[config.mk]
export PLATFORM = sky130hd
export DESIGN_NAME = contiguous_page_bitmap_allocator
export DESIGN_NICKNAME = d
export VERILOG_FILES = /design/src/sv/cpba_pkg.sv /design/src/sv/contiguous_page_bitmap_allocator.sv /design/src/sv/cpba_map_mem.sv /design/src/sv/cpba_row_unit.sv
export VERILOG_INCLUDE_DIRS = /design/src /design/src/sv
export SDC_FILE = /design/constraint.sdc
export NUM_CORES = 2
export LEC_CHECK = 0
export ABC_AREA = 1
export ABC_CLOCK_PERIOD_IN_PS = 12900
export BUFFER_PORTS_ARGS = -buffer_cell sky130_fd_sc_hd__buf_2
export CORE_MARGIN = 2
export CORE_UTILIZATION = 25
export CTS_CLUSTER_SIZE = 30
export DETAILED_ROUTE_END_ITERATION = 8
export PLACE_DENSITY = 0.48
export SLEW_MARGIN = 20
export SYNTH_ARGS = -nofsm -noshare
export SYNTH_HDL_FRONTEND = slang
export SYNTH_SLANG_ARGS = --single-unit
[constraint.sdc]
create_clock -name clock -period 12.9 [get_ports clock]
set_input_delay 0 -clock clock [delete_from_list [all_inputs] [get_ports clock]]
set_output_delay 0 -clock clock [all_outputs]
set_load 0.02 [all_outputs]
[src/sv/contiguous_page_bitmap_allocator_macros.svh]
// ----------------------------------------------------------------------------
// Contiguous page bitmap allocator: assertion macros
// Shared property forms for the allocator's checks. Clock and reset are
// taken from the ports of the module that uses them.
// ----------------------------------------------------------------------------
`ifndef CONTIGUOUS_PAGE_BITMAP_ALLOCATOR_MACROS_SVH
`define CONTIGUOUS_PAGE_BITMAP_ALLOCATOR_MACROS_SVH

// same-cycle implication
`define CPBA_ASSERT_NOW(name, ante, cons, msg) \
   name: assert property (@(posedge clock) disable iff (reset) (ante) |-> (cons)) \
      else $error(msg);

// next-cycle implication
`define CPBA_ASSERT_NEXT(name, ante, cons, msg) \
   name: assert property (@(posedge clock) disable iff (reset) (ante) |=> (cons)) \
      else $error(msg);

`endif

[src/sv/cpba_pkg.sv]
// ----------------------------------------------------------------------------
// Contiguous page bitmap allocator: package
// Field widths, register indexes, reset values, codes and shared types.
// ----------------------------------------------------------------------------
`default_nettype none

package cpba_pkg;

   // map size
   localparam int MAP_PAGES_DEFAULT = 512;

   // field widths
   localparam int MODE_W      = 1;
   localparam int LEN_W       = 32;
   localparam int ADDR_W      = 39;
   localparam int STATUS_W    = 2;
   localparam int START_W     = 9;
   localparam int COUNT_W     = 21;
   localparam int LG_W        = 5;
   localparam int MAP_BYTES_W = 7;

   // configuration port
   localparam int CSR_INDEX_W = 1;
   localparam int CSR_DATA_W  = 7;

   localparam logic [CSR_INDEX_W-1:0] CSR_PAGE_SIZE_LOG2   = 1'd0;
   localparam logic [CSR_INDEX_W-1:0] CSR_MAP_BYTES_IN_USE = 1'd1;

   localparam logic [LG_W-1:0]        PAGE_SIZE_LOG2_RESET   = 5'd21;
   localparam logic [MAP_BYTES_W-1:0] MAP_BYTES_IN_USE_RESET = 7'd64;

   // request modes
   localparam logic [MODE_W-1:0] MODE_ALLOC = 1'b0;
   localparam logic [MODE_W-1:0] MODE_FREE  = 1'b1;

   // result status codes
   localparam logic [STATUS_W-1:0] STATUS_OK         = 2'd0;
   localparam logic [STATUS_W-1:0] STATUS_NO_SPACE   = 2'd1;
   localparam logic [STATUS_W-1:0] STATUS_OUT_OF_MAP = 2'd2;

   // control for the row unit
   typedef struct packed {
      logic scan_en;     // 1: run search, 0: range fill
      logic fill_value;  // value written into the page range
   } row_ctrl_type;

endpackage

`default_nettype wire

[src/sv/contiguous_page_bitmap_allocator.sv]
// ----------------------------------------------------------------------------
// Contiguous page bitmap allocator
// First-fit allocation and release of contiguous runs in a page-used bitmap.
// ----------------------------------------------------------------------------
// The map holds one used bit per page, stored as bytes in a single-port-read,
// single-port-write memory, and every bit is handled by one row unit that
// works a byte per cycle. After reset the block clears the map and takes no
// request meanwhile; configuration writes are taken at any time. A request
// then passes through the load, setup, scan, issue, update and finish steps
// before its result is registered and the next request is taken: the scan
// (allocate only) reads bytes up to the one holding the end of the first
// free run, or the whole searched range when nothing fits, and the update
// sets or clears the bytes holding the run. A request that touches no run
// because nothing fits, the searched range is empty or the free start is
// off the map skips the issue step. The scan is bounded by
// min(8 * map_bytes_in_use, MAP_PAGES) pages. The result sits in an output
// register, so a new request is taken while an earlier result is still
// stalled.
// ----------------------------------------------------------------------------
`default_nettype none

module contiguous_page_bitmap_allocator #(
   parameter int MAP_PAGES = cpba_pkg::MAP_PAGES_DEFAULT
) (
   input  wire logic clock,
   input  wire logic reset,

   // configuration
   input  wire logic                             csr_wr_en,
   input  wire logic [cpba_pkg::CSR_INDEX_W-1:0] csr_index,
   input  wire logic [cpba_pkg::CSR_DATA_W-1:0]  csr_wdata,

   // requests
   input  wire logic                          req_valid,
   output logic                               req_stall,
   input  wire logic [cpba_pkg::MODE_W-1:0]   req_mode,
   input  wire logic [cpba_pkg::LEN_W-1:0]    req_length_bytes,
   input  wire logic [cpba_pkg::ADDR_W-1:0]   req_address,

   // results
   output logic                               rsp_valid,
   input  wire logic                          rsp_stall,
   output logic [cpba_pkg::STATUS_W-1:0]      rsp_status,
   output logic [cpba_pkg::START_W-1:0]       rsp_first_page,
   output logic [cpba_pkg::ADDR_W-1:0]        rsp_virt_address,
   output logic [cpba_pkg::COUNT_W-1:0]       rsp_page_count
);

   // sizes
   localparam int ROWS = (MAP_PAGES + 7) / 8;
   localparam int RW   = (ROWS > 1) ? $clog2(ROWS) : 1;    // row address
   localparam int XW   = RW + 4;                            // page index, counts
   localparam int IDXW = $clog2(MAP_PAGES);                 // page below MAP_PAGES
   localparam int LW   = (XW > 10) ? XW : 10;               // limit arithmetic
   localparam int LEN_W  = cpba_pkg::LEN_W;
   localparam int ADDR_W = cpba_pkg::ADDR_W;

   // sequencer states
   localparam logic [2:0] ST_CLEAR  = 3'd0;  // clearing pass after reset
   localparam logic [2:0] ST_IDLE   = 3'd1;
   localparam logic [2:0] ST_LOAD   = 3'd2;  // page count and free index
   localparam logic [2:0] ST_SETUP  = 3'd3;  // limits, first read
   localparam logic [2:0] ST_SCAN   = 3'd4;  // first-fit, a byte per cycle
   localparam logic [2:0] ST_ISSUE  = 3'd5;  // read first byte of the run
   localparam logic [2:0] ST_RMW    = 3'd6;  // set or clear, a byte per cycle
   localparam logic [2:0] ST_FINISH = 3'd7;  // load result register

   // configuration registers
   logic [cpba_pkg::LG_W-1:0]        lg_ff;
   logic [cpba_pkg::MAP_BYTES_W-1:0] map_bytes_ff;

   always_ff @(posedge clock) begin
      if (reset) begin
         lg_ff        <= cpba_pkg::PAGE_SIZE_LOG2_RESET;
         map_bytes_ff <= cpba_pkg::MAP_BYTES_IN_USE_RESET;
      end else if (csr_wr_en) begin
         unique case (csr_index)
            cpba_pkg::CSR_PAGE_SIZE_LOG2: begin
               lg_ff <= csr_wdata[cpba_pkg::LG_W-1:0];
            end
            cpba_pkg::CSR_MAP_BYTES_IN_USE: begin
               map_bytes_ff <= csr_wdata[cpba_pkg::MAP_BYTES_W-1:0];
            end
            default: begin
            end
         endcase
      end
   end

   // sequencer and work registers
   logic [2:0]                       state_ff,  state_in;
   logic [RW-1:0]                    row_ff,    row_in;
   logic [cpba_pkg::MODE_W-1:0]      mode_ff,   mode_in;
   logic [LEN_W-1:0]                 len_ff,    len_in;
   logic [ADDR_W-1:0]                addr_ff,   addr_in;
   logic [LEN_W-1:0]                 count_ff,  count_in;
   logic [ADDR_W-1:0]                idx_ff,    idx_in;
   logic [XW-1:0]                    cnt_sat_ff, cnt_sat_in;  // count, capped
   logic [XW-1:0]                    want_ff,   want_in;
   logic [XW-1:0]                    limit_ff,  limit_in;
   logic [XW-1:0]                    run_ff,    run_in;
   logic [XW-1:0]                    runst_ff,  runst_in;
   logic [XW-1:0]                    lo_ff,     lo_in;
   logic [XW-1:0]                    end_ff,    end_in;
   logic [IDXW-1:0]                  start_ff,  start_in;
   logic [cpba_pkg::STATUS_W-1:0]    status_ff, status_in;

   // result register
   logic                             rsp_valid_ff,   rsp_valid_in;
   logic [cpba_pkg::STATUS_W-1:0]    rsp_status_ff,  rsp_status_in;
   logic [cpba_pkg::START_W-1:0]     rsp_start_ff,   rsp_start_in;
   logic [ADDR_W-1:0]                rsp_va_ff,      rsp_va_in;
   logic [cpba_pkg::COUNT_W-1:0]     rsp_count_ff,   rsp_count_in;

   // memory port
   logic          wr_en;
   logic [RW-1:0] wr_addr;
   logic [7:0]    wr_data;
   logic [RW-1:0] rd_addr;
   logic [7:0]    rd_data;

   // row unit
   cpba_pkg::row_ctrl_type ctrl;
   logic [7:0]    row_out;
   logic [XW-1:0] run_out;
   logic [XW-1:0] runst_out;
   logic          found;

   // helpers
   logic [XW-1:0] row_base;
   logic [RW:0]   row_nx;
   logic [XW-1:0] next_base;
   logic [RW-1:0] row_nx_rd;   // next row, held at the last row
   logic [LEN_W:0]  round_sum;
   logic [LW-1:0]   lim_raw;
   logic [LW-1:0]   lim_cap;
   logic [XW:0]     free_end;
   logic [ADDR_W-1:0] start_ext;

   assign row_base  = {1'b0, row_ff, 3'b000};
   assign row_nx    = (RW+1)'(row_ff) + (RW+1)'(1);
   assign next_base = {row_nx, 3'b000};
   assign row_nx_rd = (row_ff == RW'(ROWS - 1)) ? row_ff : row_nx[RW-1:0];

   // byte length rounded up to pages: (len + 2^lg - 1) >> lg
   assign round_sum = {1'b0, len_ff}
                    + (((LEN_W+1)'(1) << lg_ff) - (LEN_W+1)'(1));

   assign lim_raw  = LW'({map_bytes_ff, 3'b000});
   assign lim_cap  = (lim_raw > LW'(MAP_PAGES)) ? LW'(MAP_PAGES) : lim_raw;
   assign free_end = (XW+1)'(idx_ff[XW-1:0]) + (XW+1)'(cnt_sat_ff);

   assign start_ext = ADDR_W'(start_ff);

   assign ctrl = '{scan_en:    (state_ff == ST_SCAN),
                   fill_value: (mode_ff == cpba_pkg::MODE_ALLOC)};

   always_comb begin
      state_in    = state_ff;
      row_in      = row_ff;
      mode_in     = mode_ff;
      len_in      = len_ff;
      addr_in     = addr_ff;
      count_in    = count_ff;
      idx_in      = idx_ff;
      cnt_sat_in  = cnt_sat_ff;
      want_in     = want_ff;
      limit_in    = limit_ff;
      run_in      = run_ff;
      runst_in    = runst_ff;
      lo_in       = lo_ff;
      end_in      = end_ff;
      start_in    = start_ff;
      status_in   = status_ff;

      rsp_valid_in  = rsp_valid_ff && rsp_stall;
      rsp_status_in = rsp_status_ff;
      rsp_start_in  = rsp_start_ff;
      rsp_va_in     = rsp_va_ff;
      rsp_count_in  = rsp_count_ff;

      wr_en   = 1'b0;
      wr_addr = row_ff;
      wr_data = row_out;
      rd_addr = row_ff;

      unique case (state_ff)
         ST_CLEAR: begin
            wr_en   = 1'b1;
            wr_data = 8'h00;
            if (row_ff == RW'(ROWS - 1)) begin
               row_in   = '0;
               state_in = ST_IDLE;
            end else begin
               row_in = row_nx[RW-1:0];
            end
         end

         ST_IDLE: begin
            if (req_valid) begin
               mode_in  = req_mode;
               len_in   = req_length_bytes;
               addr_in  = req_address;
               state_in = ST_LOAD;
            end
         end

         ST_LOAD: begin
            count_in  = LEN_W'(round_sum >> lg_ff);
            idx_in    = addr_ff >> lg_ff;
            status_in = cpba_pkg::STATUS_OK;
            start_in  = '0;
            state_in  = ST_SETUP;
         end

         ST_SETUP: begin
            // cap the count just above the map so it fits narrow compares
            if (count_ff > LEN_W'(MAP_PAGES)) begin
               cnt_sat_in = XW'(MAP_PAGES + 1);
            end else begin
               cnt_sat_in = XW'(count_ff);
            end
            // a zero-length allocate looks for a single free page
            want_in  = (count_ff == '0) ? XW'(1) : cnt_sat_in;
            limit_in = XW'(lim_cap);
            run_in   = '0;
            runst_in = '0;
            row_in   = '0;
            rd_addr  = '0;
            if (mode_ff == cpba_pkg::MODE_ALLOC) begin
               if (lim_cap == '0) begin
                  status_in = cpba_pkg::STATUS_NO_SPACE;
                  state_in  = ST_FINISH;
               end else begin
                  state_in = ST_SCAN;
               end
            end else if (idx_ff >= ADDR_W'(MAP_PAGES)) begin
               status_in = cpba_pkg::STATUS_OUT_OF_MAP;
               state_in  = ST_FINISH;
            end else begin
               start_in = idx_ff[IDXW-1:0];
               lo_in    = idx_ff[XW-1:0];
               state_in = ST_ISSUE;
            end
         end

         ST_SCAN: begin
            rd_addr = row_nx_rd;
            if (found) begin
               start_in = runst_out[IDXW-1:0];
               lo_in    = runst_out;
               end_in   = runst_out + cnt_sat_ff;
               state_in = ST_ISSUE;
            end else if (next_base >= limit_ff) begin
               status_in = cpba_pkg::STATUS_NO_SPACE;
               state_in  = ST_FINISH;
            end else begin
               run_in   = run_out;
               runst_in = runst_out;
               row_in   = row_nx[RW-1:0];
            end
         end

         ST_ISSUE: begin
            // free runs end at the map edge; allocate runs fit by construction
            if (mode_ff == cpba_pkg::MODE_FREE) begin
               if (free_end > (XW+1)'(MAP_PAGES)) begin
                  end_in = XW'(MAP_PAGES);
               end else begin
                  end_in = free_end[XW-1:0];
               end
            end
            rd_addr = lo_ff[RW+2:3];
            row_in  = lo_ff[RW+2:3];
            if (end_in > lo_ff) begin
               state_in = ST_RMW;
            end else begin
               state_in = ST_FINISH;
            end
         end

         ST_RMW: begin
            wr_en   = 1'b1;
            rd_addr = row_nx_rd;
            if (next_base >= end_ff) begin
               state_in = ST_FINISH;
            end else begin
               row_in = row_nx[RW-1:0];
            end
         end

         ST_FINISH: begin
            if (!(rsp_valid_ff && rsp_stall)) begin
               rsp_valid_in  = 1'b1;
               rsp_status_in = status_ff;
               rsp_start_in  = start_ext[cpba_pkg::START_W-1:0];
               rsp_va_in     = start_ext << lg_ff;
               rsp_count_in  = count_ff[cpba_pkg::COUNT_W-1:0];
               state_in      = ST_IDLE;
            end
         end

         default: begin
            state_in = ST_IDLE;
         end
      endcase
   end

   // control state
   always_ff @(posedge clock) begin
      if (reset) begin
         state_ff     <= ST_CLEAR;
         row_ff       <= '0;
         rsp_valid_ff <= 1'b0;
      end else begin
         state_ff     <= state_in;
         row_ff       <= row_in;
         rsp_valid_ff <= rsp_valid_in;
      end
   end

   // payload
   always_ff @(posedge clock) begin
      mode_ff       <= mode_in;
      len_ff        <= len_in;
      addr_ff       <= addr_in;
      count_ff      <= count_in;
      idx_ff        <= idx_in;
      cnt_sat_ff    <= cnt_sat_in;
      want_ff       <= want_in;
      limit_ff      <= limit_in;
      run_ff        <= run_in;
      runst_ff      <= runst_in;
      lo_ff         <= lo_in;
      end_ff        <= end_in;
      start_ff      <= start_in;
      status_ff     <= status_in;
      rsp_status_ff <= rsp_status_in;
      rsp_start_ff  <= rsp_start_in;
      rsp_va_ff     <= rsp_va_in;
      rsp_count_ff  <= rsp_count_in;
   end

   cpba_map_mem #(
      .ROWS (ROWS),
      .RW   (RW)
   ) u_map_mem (
      .clock   (clock),
      .wr_en   (wr_en),
      .wr_addr (wr_addr),
      .wr_data (wr_data),
      .rd_addr (rd_addr),
      .rd_data (rd_data)
   );

   cpba_row_unit #(
      .XW (XW)
   ) u_row_unit (
      .ctrl      (ctrl),
      .row_data  (rd_data),
      .base      (row_base),
      .limit     (limit_ff),
      .want      (want_ff),
      .run_in    (run_ff),
      .start_in  (runst_ff),
      .lo        (lo_ff),
      .hi        (end_ff),
      .row_out   (row_out),
      .run_out   (run_out),
      .start_out (runst_out),
      .found     (found)
   );

   assign req_stall        = (state_ff != ST_IDLE);
   assign rsp_valid        = rsp_valid_ff;
   assign rsp_status       = rsp_status_ff;
   assign rsp_first_page   = rsp_start_ff;
   assign rsp_virt_address = rsp_va_ff;
   assign rsp_page_count   = rsp_count_ff;

   // checks
`include "contiguous_page_bitmap_allocator_macros.svh"

   // an accepted beat always starts the count stage
   `CPBA_ASSERT_NEXT(a_accept_loads, (req_valid && !req_stall), (state_ff == ST_LOAD), "accepted beat did not start work")

   // the result register loads when free and the block returns to idle
   `CPBA_ASSERT_NEXT(a_finish_delivers, ((state_ff == ST_FINISH) && !(rsp_valid_ff && rsp_stall)), (rsp_valid_ff && (state_ff == ST_IDLE)), "result not loaded on finish")

   // the map is only written by the clearing pass or a run update
   `CPBA_ASSERT_NOW(a_write_state, wr_en, ((state_ff == ST_CLEAR) || (state_ff == ST_RMW)), "bitmap written outside clear or update")

   // a run update never touches a byte wholly past the run end
   `CPBA_ASSERT_NOW(a_rmw_in_run, (state_ff == ST_RMW), (row_base < end_ff), "run update past run end")

endmodule

`default_nettype wire

[src/sv/cpba_map_mem.sv]
// ----------------------------------------------------------------------------
// Contiguous page bitmap allocator: bitmap store
// One byte of page-used bits per row; one write and one registered read port.
// ----------------------------------------------------------------------------
`default_nettype none

module cpba_map_mem #(
   parameter int ROWS = 64,
   parameter int RW   = 6
) (
   input  wire logic          clock,
   input  wire logic          wr_en,
   input  wire logic [RW-1:0] wr_addr,
   input  wire logic [7:0]    wr_data,
   input  wire logic [RW-1:0] rd_addr,
   output logic      [7:0]    rd_data
);

   logic [7:0] mem [ROWS];
   logic [7:0] rd_data_ff;

   always_ff @(posedge clock) begin
      if (wr_en) begin
         mem[wr_addr] <= wr_data;
      end
   end

   always_ff @(posedge clock) begin
      rd_data_ff <= mem[rd_addr];
   end

   assign rd_data = rd_data_ff;

endmodule

`default_nettype wire

[src/sv/cpba_row_unit.sv]
// ----------------------------------------------------------------------------
// Contiguous page bitmap allocator: row unit
// Works one bitmap byte: first-fit run search, or fill of a page range.
// ----------------------------------------------------------------------------
`default_nettype none

module cpba_row_unit #(
   parameter int XW = 10
) (
   input  wire cpba_pkg::row_ctrl_type ctrl,
   input  wire logic [7:0]    row_data,
   input  wire logic [XW-1:0] base,      // page index of bit 0
   input  wire logic [XW-1:0] limit,     // pages searched
   input  wire logic [XW-1:0] want,      // run length sought, at least 1
   input  wire logic [XW-1:0] run_in,
   input  wire logic [XW-1:0] start_in,
   input  wire logic [XW-1:0] lo,        // fill range, lo inclusive
   input  wire logic [XW-1:0] hi,        // hi exclusive
   output logic      [7:0]    row_out,
   output logic      [XW-1:0] run_out,
   output logic      [XW-1:0] start_out,
   output logic               found
);

   // search: one page per step, stops at the first run long enough
   always_comb begin
      logic [XW-1:0] run;
      logic [XW-1:0] st;
      logic          hit;
      logic [XW-1:0] pidx;
      run = run_in;
      st  = start_in;
      hit = 1'b0;
      for (int j = 0; j < 8; j++) begin
         pidx = base + XW'(j);
         if (ctrl.scan_en && !hit && (pidx < limit)) begin
            if (!row_data[j]) begin
               if (run == '0) begin
                  st = pidx;
               end
               run = run + XW'(1);
               if (run >= want) begin
                  hit = 1'b1;
               end
            end else begin
               run = '0;
            end
         end
      end
      run_out   = run;
      start_out = st;
      found     = hit;
   end

   // fill: bits inside [lo, hi) take the fill value
   always_comb begin
      logic [XW-1:0] pidx;
      for (int j = 0; j < 8; j++) begin
         pidx = base + XW'(j);
         if ((pidx >= lo) && (pidx < hi)) begin
            row_out[j] = ctrl.fill_value;
         end else begin
            row_out[j] = row_data[j];
         end
      end
   end

endmodule

`default_nettype wire

==> flow_summary.toml <==
[global_routing]
grt_max_degree = 158
antenna_found_initial = 5
grt_pass1_wl_mm = 218
grt.total_usage_pct = 15.2
grt.busiest_layer = "met2"
grt_overflow = 0
grt_pass1_vias = 34600
grt_use_met3_pct = 1.72
met1_usage_pct = 19.5
use_met2_pct = 26.6

[placed_design]
place_area_mm2 = 0.0512
gp_congestion = 0.892
place_hpwl_mm = 105
dpl_worst_slack_ns = 0.0666
numPortBuffers = 157

[yosys]
synth_nets = 5131
yosys-top-cells-count = "nand2_1, edfxtp_1, inv_1"
avgSynthCellArea_um2 = 9.62
yosys.area.top_type = "edfxtp_1"
yosys_register_bits = 834
yosys-top-cells-area = "edfxtp_1, nand2_1, ha_1, inv_1, o211ai_1"
synth_top_area_share_pct = 52.1
yosysWarnings = 0
synthCells = 4819
synth_flop_cell = "edfxtp_1"
synth_edf_count = 804
ys_types = 68
syn_area_mm2 = 0.0464
synth_most_common_cell = "nand2_1"
ys_async_sr_fraction_pct = 0
synth_seq_area_share_pct = 53.4

[timing]
fin_ws_ns = 0.991
maxSlewHeadroom_pct = 31.3
period_needed_ns = 11.91
drv_slew = 0
finalCritPeriodShare_pct = 92.3
setup_viol = 0
skew_ns = 0.0460
holdWs_ns = 0.0494
fmax_mhz = 84.0
worst_pin_slew_ns = 1.02
finalHoldViolations = 0

[drt]
antenna_left = 0
wl_per_cell_um = 18.8
dr.pass1.iters = 6
wl_mm = 147
drc = 0
via_per_inst = 4.57
vias = 35800
drt_iter0_markers = 2650

[setup_path]
worst_r2r_path_depth = 87
criticalPathCategory = "flip-flop to flip-flop"
path_buf_inv = 14
rrSetupSlack_ns = 0.99
endpoint = "state_ff[1]"
crit_family = "compound AO/OA/AOI/OAI gates"
r2r-end = "state_ff[1]"
crit_path_start = "limit_ff[7]"
cp.arrival_ns = 12.49
rr_startpoint = "limit_ff[7]"
cp_slowest_stage_delay_ns = 0.32
worstSetupEndpointType = "flip-flop"
worstPathMaxFanout = 11
crit_cells = 87
worst_path_max_delay_cell = "edfxtp_1"
critPathLaunchType = "flip-flop"
required_ns = 13.49

[power_and_ir_drop]
p_per_area_mw_per_mm2 = 218
p_int_mw = 7.05
p_seq_share_pct = 31.2
clkPwrFrac_pct = 21.0
power.leakage_nw = 22.3
p_comb_share_pct = 47.9
switchingPower_mw = 5.28
ir_drop_mv = 0.202
swShare_pct = 42.8

[finish]
final_nets = 5585
drive_gt1_share_pct = 17.7
fillers = 19200
fin_area_mm2 = 0.0565
area_delta_synth_final_pct = 21.9

[floorplan]
ios = 158
rows = 158
die_x_um = 435
fp.dieH_um = 435
core_mm2 = 0.185
die_area_mm2 = 0.189
initial_core_util_pct = 25.1

[clock_network]
root_buffer = "clkbuf_16"
cts.clk_slew.worst_paths_ns = 0.06
cts_tree = "done"
clock-sinks = 834
clockBufferDepth = 3
htreeDepth = 3
numCtsBuffers = 90
insertion_delay_ns = 0.73

[run_status]
outcome = "completed"

[flow_run]
drv_cap = 0

[worst_hold_path]
hold_path_class = "primary input to flip-flop"
==> layout by cell type (no fill, tap or decap), types with 37 or more instances in the layout <==
| cell | instances |
|---|---|
| nand3_1 | 254 |
| inv_1 | 620 |
| a21oi_1 | 118 |
| nand3_2 | 37 |
| edfxtp_1 | 804 |
| buf_2 | 157 |
| nand2_1 | 992 |
| ha_1 | 213 |
| nand2_2 | 73 |
| dlygate4sd3_1 | 154 |
| mux2_2 | 128 |
| o211ai_1 | 292 |
| inv_2 | 45 |
| nor2_1 | 308 |
| buf_4 | 240 |
| o21ai_0 | 240 |
| clkbuf_16 | 91 |
| nand4_1 | 41 |
==> worst min-delay path by stage <==
| stage | startpoint | to | slack (ns) | cells past startpoint |
|---|---|---|---|---|
| after global placement | req_length_bytes[15] | len_ff[15] | 0.18 | 1 |
| after detailed placement | req_length_bytes[24] | len_ff[24] | 0.18 | 1 |
| after global routing | req_address[11] | addr_ff[11] | 0.03 | 2 |
| after floorplan | reset | rsp_valid | 0.07 | 1 |
| final | req_length_bytes[28] | len_ff[28] | 0.05 | 2 |
| after CTS | req_length_bytes[28] | len_ff[28] | 0.0007 | 2 |
==> final cells by class <==
| cell class | instances | area [um2] | share of cell area [%] |
|---|---|---|---|
| Sequential cell | 834 | 24700 | 43.8 |
| Timing Repair Buffer | 559 | 4250 | 7.52 |
| Antenna cell | 1 | 2.50 | 0.00443 |
| Tap cell | 2480 | 3100 | 5.49 |
| Clock buffer | 118 | 2450 | 4.33 |
| Multi-Input combinational cell | 3111 | 18900 | 33.5 |
| Clock inverter | 48 | 472 | 0.835 |
| Inverter | 677 | 2550 | 4.51 |
==> kinds of logic after synthesis <==
logic type	count (synthesis)	share of synthesized area, %
AND/OR/NAND/NOR	1853	17.5
multiplexers	143	3.43
flip-flops	834	53.4
buffers and inverters	874	7.18
XOR/XNOR	45	0.850
adder cells (fa/ha/maj)	227	6.17
AO/OA/AOI/OAI	843	11.5
==> worst reg2reg max path, delay by kind of cell, from the launching register on <==
kind | cells | cell delay [ns]
AOI/OAI and AO/OA | 31 | 4.52
adders and majority gates | 7 | 2.08
buffers and inverters | 14 | 1.14
DFF | 1 | 0.32
and+or+nand+nor | 35 | 3.78
==> power groups by stage <==
stage / Sequential [mW] / Combinational [mW] / Clock [mW]
2_1_floorplan: 3.82 / 3.61 / 0
3_3_place_gp: 3.90 / 5.64 / 0
3_5_place_dp: 3.91 / 5.67 / 0
4_1_cts: 3.85 / 5.72 / 2.65
5_1_grt: 3.86 / 6.53 / 2.75
6_report: 3.84 / 5.90 / 2.58
==> metal layers <==
layer  vias up  share of wire (%)
met5         -              0.011
met4         2                3.0
met3       191                3.7
met2       782                 50
met1     17200                 44
li1      17600                  -
==> state kept, by name, summed over array words and instances, names as in the netlist, 10 cells and up <==
register	flops
rsp_page_count	21
cnt_sat_ff	10
run_ff	10
lo_ff	10
rsp_virt_address	39
count_ff	32
want_ff	10
end_ff	10
u_map_mem.mem	512
idx_ff	39
addr_ff	39
runst_ff	10
len_ff	32
==> repair_timing <==
item	CTS	global route
endpoints found under the hold margin	105	0
hold buffers	154	0
gates resized for setup	0	127
setup endpoints to repair	0	69
buffers inserted	0	43
==> through the flow <==
step	total power, mW	TNS [ns]	instances	util (%)
5_1_grt	13.1	-0.138	7827	30.6
3_3_place_gp	9.55	0	7464	27.7
6_report	12.3	0	7828	30.6
2_1_floorplan	7.44	0	4819	-
4_1_cts	12.2	0	7784	30.1
3_5_place_dp	9.57	0	7464	27.7
Power figures use the tool's default switching activity.
